$ cat src/sv/ssd_pkg.sv
`default_nettype none

package ssd_pkg;

   localparam int DIGIT_COUNT = 4;
   localparam int SCAN_W      = 2;

   typedef enum logic [1:0] {
      KIND_TICK        = 2'd0,
      KIND_SET_HOURS   = 2'd1,
      KIND_SET_MINUTES = 2'd2,
      KIND_SOUND       = 2'd3
   } kind_type;

   typedef enum logic [1:0] {
      AUDIO_NONE    = 2'd0,
      AUDIO_POWERUP = 2'd1,
      AUDIO_PLAY    = 2'd2
   } audio_count_type;

   localparam logic [3:0]  BLANK_CODE  = 4'd10;
   localparam logic [3:0]  DIGIT_MAX   = 4'd9;
   localparam logic [7:0]  CMD_POWERUP = 8'hC5;
   localparam logic [7:0]  CMD_PLAY    = 8'h55;
   localparam logic [7:0]  GROUP_CHIME = 8'd0;
   localparam logic [7:0]  GROUP_ALARM = 8'd1;
   localparam logic [7:0]  HOURS_MAX   = 8'd23;
   localparam logic [7:0]  MINUTES_MAX = 8'd59;
   localparam logic [15:0] TPS_RESET   = 16'd5000;

   // digit select bits, one entry per scan position
   localparam logic [7:0] SEL_A [DIGIT_COUNT] = '{8'h04, 8'h02, 8'h00, 8'h00};
   localparam logic [7:0] SEL_B [DIGIT_COUNT] = '{8'h00, 8'h00, 8'h40, 8'h80};

   // segment bits per digit code, last entry is blank
   localparam logic [7:0] SEG_A [11] = '{8'h10, 8'h40, 8'h00, 8'h00, 8'h00, 8'h20,
                                         8'h80, 8'h08, 8'h00, 8'h00, 8'h00};
   localparam logic [7:0] SEG_B [11] = '{8'h00, 8'h00, 8'h02, 8'h08, 8'h20, 8'h00,
                                         8'h00, 8'h00, 8'h04, 8'h10, 8'h00};

   typedef struct packed {
      logic set;
      logic powerup;
      logic chime;
      logic alarm;
   } sound_req_type;

   typedef struct packed {
      audio_count_type count;
      logic [7:0]      byte_a;
      logic [7:0]      byte_b;
   } audio_type;

   // tens digit by reciprocal multiply, exact for values below 160
   function automatic logic [3:0] tens_of(input logic [7:0] v);
      logic [15:0] p;
      p = 16'(v) * 16'd205;
      return p[14:11];
   endfunction

   function automatic logic [3:0] ones_of(input logic [7:0] v, input logic [3:0] tens);
      logic [7:0] t;
      t = v - ({4'd0, tens} << 3) - ({4'd0, tens} << 1);
      return t[3:0];
   endfunction

endpackage

`default_nettype wire

$ cat src/sv/ssd_req_if.sv
`default_nettype none

interface ssd_req_if;
   logic       valid;
   logic       ready;
   logic [1:0] kind;
   logic [7:0] value;
   logic       day_mode;
   logic       req_powerup;
   logic       req_chime;
   logic       req_alarm;

   modport source (output valid, kind, value, day_mode, req_powerup, req_chime, req_alarm,
                   input ready);
   modport sink   (input valid, kind, value, day_mode, req_powerup, req_chime, req_alarm,
                   output ready);
endinterface

`default_nettype wire

$ cat src/sv/ssd_rsp_if.sv
`default_nettype none

interface ssd_rsp_if;
   logic       valid;
   logic       ready;
   logic [7:0] first_byte;
   logic [7:0] second_byte;
   logic [1:0] audio_count;
   logic [7:0] audio_byte_a;
   logic [7:0] audio_byte_b;
   logic       second_pulse;

   modport source (output valid, first_byte, second_byte, audio_count, audio_byte_a,
                   audio_byte_b, second_pulse, input ready);
   modport sink   (input valid, first_byte, second_byte, audio_count, audio_byte_a,
                   audio_byte_b, second_pulse, output ready);
endinterface

`default_nettype wire

$ cat src/sv/ssd_sound_queue.sv
`default_nettype none

module ssd_sound_queue (
   input  wire logic                   clock,
   input  wire logic                   reset,
   input  wire ssd_pkg::sound_req_type sound_req,
   input  wire logic                   serve,
   output ssd_pkg::audio_type          audio
);
   import ssd_pkg::*;

   logic powerup_ff, chime_ff, alarm_ff;
   logic powerup_in, chime_in, alarm_in;

   always_comb begin
      audio.count  = AUDIO_NONE;
      audio.byte_a = 8'd0;
      audio.byte_b = 8'd0;
      priority if (powerup_ff) begin
         audio.count  = AUDIO_POWERUP;
         audio.byte_a = CMD_POWERUP;
      end else if (chime_ff) begin
         audio.count  = AUDIO_PLAY;
         audio.byte_a = CMD_PLAY;
         audio.byte_b = GROUP_CHIME;
      end else if (alarm_ff) begin
         audio.count  = AUDIO_PLAY;
         audio.byte_a = CMD_PLAY;
         audio.byte_b = GROUP_ALARM;
      end
   end

   always_comb begin
      powerup_in = powerup_ff;
      chime_in   = chime_ff;
      alarm_in   = alarm_ff;
      if (sound_req.set) begin
         powerup_in = powerup_ff | sound_req.powerup;
         chime_in   = chime_ff | sound_req.chime;
         alarm_in   = alarm_ff | sound_req.alarm;
      end else if (serve) begin
         // drop only the flag that was granted
         priority if (powerup_ff) begin
            powerup_in = 1'b0;
         end else if (chime_ff) begin
            chime_in = 1'b0;
         end else if (alarm_ff) begin
            alarm_in = 1'b0;
         end
      end
   end

   always_ff @(posedge clock) begin
      if (reset) begin
         powerup_ff <= 1'b1;
         chime_ff   <= 1'b0;
         alarm_ff   <= 1'b0;
      end else begin
         powerup_ff <= powerup_in;
         chime_ff   <= chime_in;
         alarm_ff   <= alarm_in;
      end
   end

endmodule

`default_nettype wire

$ cat src/sv/seven_segment_scan_with_sound_cmds.sv
`default_nettype none

// channel   dir  handshake    payload
// req_chan  in   valid/ready  kind, value, day_mode, req_powerup, req_chime, req_alarm
// rsp_chan  out  valid/ready  first_byte, second_byte, audio_count, audio_byte_a,
//                             audio_byte_b, second_pulse
// csr       in   write_en     write_data = ticks_per_second
//
// One item per cycle while no tick waits: an input register feeds a single combinational
// step into the result register, which captures each tick's result.
// Set and sound items update state and produce no result.
// Reset (synchronous) blanks all digits, clears scan and tick counters, and queues
// the power-up command; ticks_per_second returns to 5000.
// A tick waits in the input register only while the result register holds an
// untaken result; other items pass regardless of the output side.

module seven_segment_scan_with_sound_cmds (
   input  wire logic        clock,
   input  wire logic        reset,
   ssd_req_if.sink          req_chan,
   ssd_rsp_if.source        rsp_chan,
   input  wire logic        csr_write_en,
   input  wire logic [15:0] csr_write_data
);
   import ssd_pkg::*;

   // input register
   logic       in_valid_ff;
   logic [1:0] in_kind_ff;
   logic [7:0] in_value_ff;
   logic       in_day_ff;
   logic       in_powerup_ff, in_chime_ff, in_alarm_ff;

   // block state
   logic [15:0]       tps_ff;
   logic [3:0]        digit_ff [DIGIT_COUNT];
   logic [SCAN_W-1:0] scan_ff, scan_in;
   logic              half_ff;
   logic [15:0]       tick_count_ff, tick_count_in;

   // result register
   logic       rsp_valid_ff, rsp_valid_in;
   logic [7:0] rsp_first_ff, rsp_second_ff, rsp_aud_a_ff, rsp_aud_b_ff;
   logic [1:0] rsp_count_ff;
   logic       rsp_pulse_ff;

   logic          stage_fire, tick_fire, in_take;
   logic          hours_wr, minutes_wr;
   logic [3:0]    tens, ones, code;
   logic [7:0]    first_byte, second_byte;
   logic [16:0]   next_count;
   logic          pulse;
   sound_req_type sound_req;
   audio_type     audio;

   assign stage_fire = in_valid_ff &&
                       (in_kind_ff != KIND_TICK || !rsp_valid_ff || rsp_chan.ready);
   assign tick_fire  = stage_fire && in_kind_ff == KIND_TICK;
   assign req_chan.ready = !in_valid_ff || stage_fire;
   assign in_take    = req_chan.valid && req_chan.ready;

   always_ff @(posedge clock) begin
      if (reset) begin
         in_valid_ff <= 1'b0;
      end else begin
         in_valid_ff <= in_take || (in_valid_ff && !stage_fire);
      end
      if (in_take) begin
         in_kind_ff    <= req_chan.kind;
         in_value_ff   <= req_chan.value;
         in_day_ff     <= req_chan.day_mode;
         in_powerup_ff <= req_chan.req_powerup;
         in_chime_ff   <= req_chan.req_chime;
         in_alarm_ff   <= req_chan.req_alarm;
      end
   end

   // set items
   assign tens       = tens_of(in_value_ff);
   assign ones       = ones_of(in_value_ff, tens);
   assign hours_wr   = stage_fire && in_kind_ff == KIND_SET_HOURS && in_value_ff <= HOURS_MAX;
   assign minutes_wr = stage_fire && in_kind_ff == KIND_SET_MINUTES &&
                       in_value_ff <= MINUTES_MAX;

   always_ff @(posedge clock) begin
      if (reset) begin
         for (int i = 0; i < DIGIT_COUNT; i++) begin
            digit_ff[i] <= BLANK_CODE;
         end
      end else if (hours_wr) begin
         digit_ff[0] <= tens;
         digit_ff[1] <= ones;
      end else if (minutes_wr) begin
         digit_ff[2] <= tens;
         digit_ff[3] <= ones;
      end
   end

   // display bytes
   always_comb begin
      code = digit_ff[scan_ff];
      if (code > DIGIT_MAX) begin
         code = BLANK_CODE;
      end
      if (!in_day_ff && half_ff) begin
         first_byte  = 8'd0;
         second_byte = 8'd0;
      end else begin
         first_byte  = SEL_A[scan_ff] | SEG_A[code];
         second_byte = SEL_B[scan_ff] | SEG_B[code];
      end
   end

   // second counter
   assign next_count = {1'b0, tick_count_ff} + 17'd1;
   assign pulse      = next_count >= {1'b0, tps_ff};

   always_comb begin
      scan_in       = half_ff ? scan_ff : scan_ff + SCAN_W'(1);
      tick_count_in = pulse ? 16'd0 : next_count[15:0];
   end

   always_ff @(posedge clock) begin
      if (reset) begin
         tps_ff        <= TPS_RESET;
         scan_ff       <= '0;
         half_ff       <= 1'b0;
         tick_count_ff <= 16'd0;
      end else begin
         if (csr_write_en) begin
            tps_ff <= csr_write_data;
         end
         if (tick_fire) begin
            scan_ff       <= scan_in;
            half_ff       <= !half_ff;
            tick_count_ff <= tick_count_in;
         end
      end
   end

   assign sound_req.set     = stage_fire && in_kind_ff == KIND_SOUND;
   assign sound_req.powerup = in_powerup_ff;
   assign sound_req.chime   = in_chime_ff;
   assign sound_req.alarm   = in_alarm_ff;

   ssd_sound_queue u_sound_queue (
      .clock     (clock),
      .reset     (reset),
      .sound_req (sound_req),
      .serve     (tick_fire),
      .audio     (audio)
   );

   // result register
   assign rsp_valid_in = tick_fire || (rsp_valid_ff && !rsp_chan.ready);

   always_ff @(posedge clock) begin
      if (reset) begin
         rsp_valid_ff <= 1'b0;
      end else begin
         rsp_valid_ff <= rsp_valid_in;
      end
      if (tick_fire) begin
         rsp_first_ff  <= first_byte;
         rsp_second_ff <= second_byte;
         rsp_count_ff  <= audio.count;
         rsp_aud_a_ff  <= audio.byte_a;
         rsp_aud_b_ff  <= audio.byte_b;
         rsp_pulse_ff  <= pulse;
      end
   end

   assign rsp_chan.valid        = rsp_valid_ff;
   assign rsp_chan.first_byte   = rsp_first_ff;
   assign rsp_chan.second_byte  = rsp_second_ff;
   assign rsp_chan.audio_count  = rsp_count_ff;
   assign rsp_chan.audio_byte_a = rsp_aud_a_ff;
   assign rsp_chan.audio_byte_b = rsp_aud_b_ff;
   assign rsp_chan.second_pulse = rsp_pulse_ff;

`ifndef NO_ASSERTIONS
   a_pulse_restarts_count: assert property (@(posedge clock) disable iff (reset)
      rsp_valid_ff && rsp_pulse_ff |-> tick_count_ff == 16'd0)
      else $error("second pulse shown but tick counter not restarted");

   a_no_audio_no_bytes: assert property (@(posedge clock) disable iff (reset)
      rsp_valid_ff && rsp_count_ff == AUDIO_NONE |-> rsp_aud_a_ff == 8'd0 &&
      rsp_aud_b_ff == 8'd0)
      else $error("audio bytes set without a command");

   a_held_item_kept: assert property (@(posedge clock) disable iff (reset)
      in_valid_ff && !stage_fire |=> in_valid_ff && $stable(in_kind_ff) &&
      $stable(in_value_ff))
      else $error("stalled input transaction lost");

   a_non_tick_no_result: assert property (@(posedge clock) disable iff (reset)
      stage_fire && in_kind_ff != KIND_TICK |=>
      rsp_valid_ff == $past(rsp_valid_ff && !rsp_chan.ready))
      else $error("result produced by a non-tick transaction");

   a_tick_blocked_on_full: assert property (@(posedge clock) disable iff (reset)
      rsp_valid_ff && !rsp_chan.ready |-> !tick_fire)
      else $error("tick overwrote an untaken result");
`endif

endmodule

`default_nettype wire
$ cat src/flat_wrapper.sv
// flat-port wrapper written by rule: the top's interface ports become plain ports
module seven_segment_scan_with_sound_cmds_flat import ssd_pkg::*;
  (clock, reset, csr_write_en, csr_write_data, req_chan_valid, req_chan_kind, req_chan_value, req_chan_day_mode, req_chan_req_powerup, req_chan_req_chime, req_chan_req_alarm, req_chan_ready, rsp_chan_valid, rsp_chan_first_byte, rsp_chan_second_byte, rsp_chan_audio_count, rsp_chan_audio_byte_a, rsp_chan_audio_byte_b, rsp_chan_second_pulse, rsp_chan_ready);
  ssd_req_if req_chan_i ();
  ssd_rsp_if rsp_chan_i ();
  input  wire logic clock;
  input  wire logic reset;
  input  wire logic csr_write_en;
  input  wire logic [15:0] csr_write_data;
  input wire logic [$bits(req_chan_i.valid)-1:0] req_chan_valid;
  input wire logic [$bits(req_chan_i.kind)-1:0] req_chan_kind;
  input wire logic [$bits(req_chan_i.value)-1:0] req_chan_value;
  input wire logic [$bits(req_chan_i.day_mode)-1:0] req_chan_day_mode;
  input wire logic [$bits(req_chan_i.req_powerup)-1:0] req_chan_req_powerup;
  input wire logic [$bits(req_chan_i.req_chime)-1:0] req_chan_req_chime;
  input wire logic [$bits(req_chan_i.req_alarm)-1:0] req_chan_req_alarm;
  output wire logic [$bits(req_chan_i.ready)-1:0] req_chan_ready;
  output wire logic [$bits(rsp_chan_i.valid)-1:0] rsp_chan_valid;
  output wire logic [$bits(rsp_chan_i.first_byte)-1:0] rsp_chan_first_byte;
  output wire logic [$bits(rsp_chan_i.second_byte)-1:0] rsp_chan_second_byte;
  output wire logic [$bits(rsp_chan_i.audio_count)-1:0] rsp_chan_audio_count;
  output wire logic [$bits(rsp_chan_i.audio_byte_a)-1:0] rsp_chan_audio_byte_a;
  output wire logic [$bits(rsp_chan_i.audio_byte_b)-1:0] rsp_chan_audio_byte_b;
  output wire logic [$bits(rsp_chan_i.second_pulse)-1:0] rsp_chan_second_pulse;
  input wire logic [$bits(rsp_chan_i.ready)-1:0] rsp_chan_ready;
  assign req_chan_i.valid = req_chan_valid;
  assign req_chan_i.kind = req_chan_kind;
  assign req_chan_i.value = req_chan_value;
  assign req_chan_i.day_mode = req_chan_day_mode;
  assign req_chan_i.req_powerup = req_chan_req_powerup;
  assign req_chan_i.req_chime = req_chan_req_chime;
  assign req_chan_i.req_alarm = req_chan_req_alarm;
  assign req_chan_ready = req_chan_i.ready;
  assign rsp_chan_valid = rsp_chan_i.valid;
  assign rsp_chan_first_byte = rsp_chan_i.first_byte;
  assign rsp_chan_second_byte = rsp_chan_i.second_byte;
  assign rsp_chan_audio_count = rsp_chan_i.audio_count;
  assign rsp_chan_audio_byte_a = rsp_chan_i.audio_byte_a;
  assign rsp_chan_audio_byte_b = rsp_chan_i.audio_byte_b;
  assign rsp_chan_second_pulse = rsp_chan_i.second_pulse;
  assign rsp_chan_i.ready = rsp_chan_ready;
  seven_segment_scan_with_sound_cmds u_core (.clock(clock), .reset(reset), .req_chan(req_chan_i), .rsp_chan(rsp_chan_i), .csr_write_en(csr_write_en), .csr_write_data(csr_write_data));
endmodule
$ cat config.mk
export PLATFORM = sky130hd
export DESIGN_NAME = seven_segment_scan_with_sound_cmds_flat
export DESIGN_NICKNAME = d
export VERILOG_FILES = /design/src/sv/ssd_pkg.sv /design/src/sv/ssd_req_if.sv /design/src/sv/ssd_rsp_if.sv /design/src/sv/ssd_sound_queue.sv /design/src/sv/seven_segment_scan_with_sound_cmds.sv /design/src/flat_wrapper.sv
export SDC_FILE = /design/constraint.sdc
export NUM_CORES = 1
export LEC_CHECK = 0
export BUFFER_PORTS_ARGS = -buffer_cell sky130_fd_sc_hd__buf_2
export CAP_MARGIN = 30
export CORE_MARGIN = 2
export CORE_UTILIZATION = 35
export CTS_CLUSTER_DIAMETER = 80
export DETAILED_ROUTE_END_ITERATION = 10
export PLACE_DENSITY = 0.57
export SYNTH_ARGS = -nofsm -noshare
export SYNTH_HDL_FRONTEND = slang
export SYNTH_HIERARCHICAL = 1
export SYNTH_SLANG_ARGS = --single-unit
$ cat constraint.sdc
create_clock -name clock -period 6.2 [get_ports clock]
set_input_delay 0.93 -clock clock [delete_from_list [all_inputs] [get_ports clock]]
set_output_delay 0.93 -clock clock [all_outputs]
set_load 0.05 [all_outputs]
==> results.txt <==
- Status: finished, final reports clean
- Avg Synthesized Cell Area: 11.1 sq um
* Maximum fanout along the worst path: 5
* Postcts setup bufs: 0
- Cts bufs inserted: 9
* Die Footprint: 18100 sq um
* H-tree levels: 3
- RSZ-0062 raised after global routing: no
- Most used flip-flop cell after synthesis: sky130_fd_sc_hd__edfxtp_1
- Counting I/O delays and the setup requirement, the final critical path takes 4.83 ns.
- In this run, the number of DRC markers left after iteration 0 of detailed routing was 179.
* Final HPWL DP: 8930 microns
* Register-to-register setup slack: 1.37 ns
- The biggest area contributor in the post-synthesis netlist is sky130_fd_sc_hd__edfxtp_1.
- CTS tree: yes
- The worst register-to-register path begins at u_core/in_value_ff[1]$_DFFE_PP_.
- In this run the worst hold path is classified as flip-flop to flip-flop.
- Top-level port count: 72
- For this block, the via count after detailed routing is 3923.
- The worst register-to-register path ends at u_core/digit_ff[3][3]$_SDFFCE_PN1P_.
* Distinct cell type count after synthesis: 56
* Die Span X: 135 microns
* Startpoint class of the critical path: flip-flop
* Pleak: 2.89 nW
- The worst hold path passes through 2 cells.
- Cells with a size suffix above 1 make up 17.2% of the layout.
- Count of nets after finishing: 721
- Counting cells, the worst reg-to-reg path comes to 18.
* Number of clock sinks: 105
- WL per Instance: 13.5 microns
- The critical path starts at u_core/in_value_ff[1]$_DFFE_PP_.
* Worst hold margin: 0.491 ns
- The synthesized design contains 63 enable-type register cells.
- Sum of negative setup slack: 0 ns
- The repair_antennas step left the layout with diodes totalling 0.
* Placeable core region: 16600 sq um
- From synthesis to final layout, the design area changed by 13.4%.
- Synthesis produced a netlist whose cell count is 538.
* Post-placement cell area: 6470 sq um
* Buffer type at the clock tree root: sky130_fd_sc_hd__clkbuf_16
* Sequential element share of the synthesized area: 45.8%
* Critical path type: flip-flop to flip-flop
- The number of hold-slack violations in the final timing report was 0.
* Post-detailed-route count of antenna-violating nets: 0
* Synth Warn #: 6
* Cells resized by post-CTS repair: 0
* Clock-pin slew on the worst setup and hold paths: 0.07 ns
* Port Buf Inserts: 69
- CTS Hold Bufs: 0
- Clock latency on the worst-skew pair, taken at its later pin, is 0.35 ns.
* Fin crit share: 77.9%
- STA classifies the critical path endpoint as a flip-flop.
* First-pass iteration count of the detailed router: 4
- The first global-routing pass estimated 19200 microns of wire.
- In this run the worst setup path terminates at u_core/digit_ff[3][3]$_SDFFCE_PN1P_.
- For this run, design rule violations remaining after detail routing come to 0.
* Cell area after synthesis: 5960 sq um
* Fraction of post-synthesis cell area in the top cell type by area: 31.7%
- At the end of routability-driven placement, the weighted congestion stood at 0.881.
* Cell row count: 47
* Post-synthesis sequential element count: 105
- Power density relative to cell area: 259 nW/um^2
- Static timing analysis puts the maximum clock frequency at 207 MHz.
- Pin count of the biggest net entering global routing: 36
- GR Overflow Total: 0
- Starting utilization of the core area: 35.8%
- The number of pins with negative max-slew slack in the final report came to 0.
* Maximum Capacitance Violations: 0
- Via count of the first global-routing pass: 3942
- At the worst endpoint, the required time is 6.30 ns.
- On the final layout, the worst clock skew is 0.00643 ns.
- VDD sags by at most 0.180 mV.
- After detailed routing, the total wire length is 11300 microns.
* Worst-case headroom to the max-slew limit: 47.3%
- Global routing used 13.5% of the available tracks across all layers.
* Worst Path Arrival: 4.93 ns
- # setup viols final: 0
- Measured along the y axis, the die boundary spans 135 microns.
- After routing the design area is 6770 sq um.
- The clock passes through at most 2 buffers.
- Routed vias/inst: 4.72
- Top cells by area in the synthesized netlist: sky130_fd_sc_hd__edfxtp_1 32%, sky130_fd_sc_hd__ha_1 15%, sky130_fd_sc_hd__dfxtp_1 14%, sky130_fd_sc_hd__inv_1 3.5%, sky130_fd_sc_hd__fa_1 3.4%
- Async SR Flop Fraction: 0%
* Worst Max-Slew Pin Slew: 0.791 ns
* Initial antenna violation count: 0
registers in the layout, indices dropped and copies added (netlist names), 2 cells and up, named ones only:
register / cells
u_core/in_kind_ff: 2
u_core/rsp_chan.first_byte: 7
u_core/tick_count_ff: 16
u_core/in_value_ff: 8
u_core/rsp_chan.audio_byte_b: 8
u_core/digit_ff: 16
u_core/rsp_chan.second_byte: 7
u_core/rsp_chan.audio_count: 2
u_core/rsp_chan.audio_byte_a: 8
u_core/tps_ff: 16
u_core/scan_ff: 2
worst min path at each step:
stage,start,endpoint,slack [ns]
after floorplan,u_core/tps_ff[10]$_SDFFE_PP0P_,u_core/tps_ff[10]$_SDFFE_PP0P_,0.46
after CTS,u_core/tps_ff[12]$_SDFFE_PP1P_,u_core/tps_ff[12]$_SDFFE_PP1P_,0.50
after global routing,u_core/tps_ff[4]$_SDFFE_PP0P_,u_core/tps_ff[4]$_SDFFE_PP0P_,0.52
after detailed placement,u_core/tps_ff[7]$_SDFFE_PP1P_,u_core/tps_ff[7]$_SDFFE_PP1P_,0.49
after global placement,u_core/tps_ff[11]$_SDFFE_PP0P_,u_core/tps_ff[11]$_SDFFE_PP0P_,0.48
final,u_core/tps_ff[12]$_SDFFE_PP1P_,u_core/tps_ff[12]$_SDFFE_PP1P_,0.49
cell usage after synthesis (11+ instances only):
library cell,instances
sky130_fd_sc_hd__mux2i_1,13
sky130_fd_sc_hd__buf_4,18
sky130_fd_sc_hd__ha_1,70
sky130_fd_sc_hd__edfxtp_1,63
sky130_fd_sc_hd__a21oi_1,18
sky130_fd_sc_hd__a22o_1,11
sky130_fd_sc_hd__xnor2_1,16
sky130_fd_sc_hd__inv_1,56
sky130_fd_sc_hd__nand3_1,13
sky130_fd_sc_hd__nor2_1,45
sky130_fd_sc_hd__dfxtp_1,42
sky130_fd_sc_hd__nand2_1,47
critical path, stage by stage (launching register included):
cell                       delay, ns
sky130_fd_sc_hd__edfxtp_1       0.48
sky130_fd_sc_hd__ha_1           0.38
sky130_fd_sc_hd__xor2_1         0.16
sky130_fd_sc_hd__ha_1           0.30
sky130_fd_sc_hd__fa_1           0.51
sky130_fd_sc_hd__inv_1          0.06
sky130_fd_sc_hd__fa_1           0.54
sky130_fd_sc_hd__inv_1          0.05
sky130_fd_sc_hd__ha_1           0.34
sky130_fd_sc_hd__nand4_1        0.09
sky130_fd_sc_hd__o21ai_0        0.33
sky130_fd_sc_hd__o21ai_0        0.17
sky130_fd_sc_hd__a21oi_1        0.17
sky130_fd_sc_hd__xnor2_1        0.17
sky130_fd_sc_hd__inv_1          0.08
sky130_fd_sc_hd__ha_1           0.19
sky130_fd_sc_hd__xor2_1         0.14
sky130_fd_sc_hd__xnor3_1        0.28
sky130_fd_sc_hd__mux2i_1        0.14
power by group:
part | total, mW | leakage [nW] | switching [mW] | internal [mW]
clock network | 0.560 | 0.144 | 0.244 | 0.316
logic | 0.423 | 1.84 | 0.244 | 0.179
registers | 0.772 | 0.905 | 0.0134 | 0.759
kinds of logic after synthesis:
kind of cell / synth area share, %
xor gates and xnor gates: 3.61
buffers and inverters: 6.29
muxes: 3.88
DFF: 45.8
adders and majority gates: 18.0
and+or+nand+nor: 12.6
AOI/OAI and AO/OA: 9.65
other: 0.126
routing by layer:
metal | part of all wire, % | GRT usage (%) | wire [microns]
met5 | 0 | 0 | 0
met4 | 1.7 | 4.15 | 187
met1 | 47 | 17.3 | 5290
met3 | 4.9 | 3.30 | 547
met2 | 46 | 22.5 | 5230
placed cells by master, fill, tap and decap left out, types with 3 or more instances in the layout:
master	Yosys	final
sky130_fd_sc_hd__a211oi_1	3	3
sky130_fd_sc_hd__a21o_1	8	8
sky130_fd_sc_hd__a21oi_1	18	18
sky130_fd_sc_hd__a22o_1	11	11
sky130_fd_sc_hd__and2_1	9	9
sky130_fd_sc_hd__and3_1	4	4
sky130_fd_sc_hd__buf_2	0	69
sky130_fd_sc_hd__clkbuf_16	0	9
sky130_fd_sc_hd__conb_1	2	12
sky130_fd_sc_hd__dfxtp_1	42	42
sky130_fd_sc_hd__edfxtp_1	63	63
sky130_fd_sc_hd__fa_1	10	10
sky130_fd_sc_hd__ha_1	70	70
sky130_fd_sc_hd__inv_1	56	56
sky130_fd_sc_hd__mux2i_1	13	13
sky130_fd_sc_hd__mux4_2	4	4
sky130_fd_sc_hd__nand2_1	47	47
sky130_fd_sc_hd__nand2b_1	5	5
sky130_fd_sc_hd__nand3_1	13	13
sky130_fd_sc_hd__nand4_1	8	8
sky130_fd_sc_hd__nor2_1	45	45
sky130_fd_sc_hd__nor3_1	4	4
sky130_fd_sc_hd__nor3b_1	3	3
sky130_fd_sc_hd__o211ai_1	6	6
sky130_fd_sc_hd__o21ai_0	10	10
sky130_fd_sc_hd__o22ai_1	3	3
sky130_fd_sc_hd__or2_2	3	3
sky130_fd_sc_hd__xnor2_1	16	16
sky130_fd_sc_hd__xor2_1	6	6
final cells by class:
type / count / area, sq um
Tap cell: 220 / 275
Sequential cell: 105 / 2730
Multi-Input combinational cell: 363 / 2890
Fill cell: 1621 / 9880
Clock buffer: 11 / 233
Clock inverter: 5 / 61.3
Timing Repair Buffer: 71 / 360
Inverter: 56 / 210
through the flow:
stage | instances | power, mW | setup slack [ns] | util, %
final | 831 | 1.75 | 1.37 | 40.7
after global placement | 814 | 1.20 | 1.52 | 38.8
after CTS | 831 | 1.78 | 1.37 | 40.7
after detailed placement | 815 | 1.21 | 1.37 | 38.9
after global routing | 831 | 1.87 | 1.03 | 40.7
after floorplan | 548 | 1.12 | 1.75 | -
No activity file was read; power rests on OpenSTA's default activity.
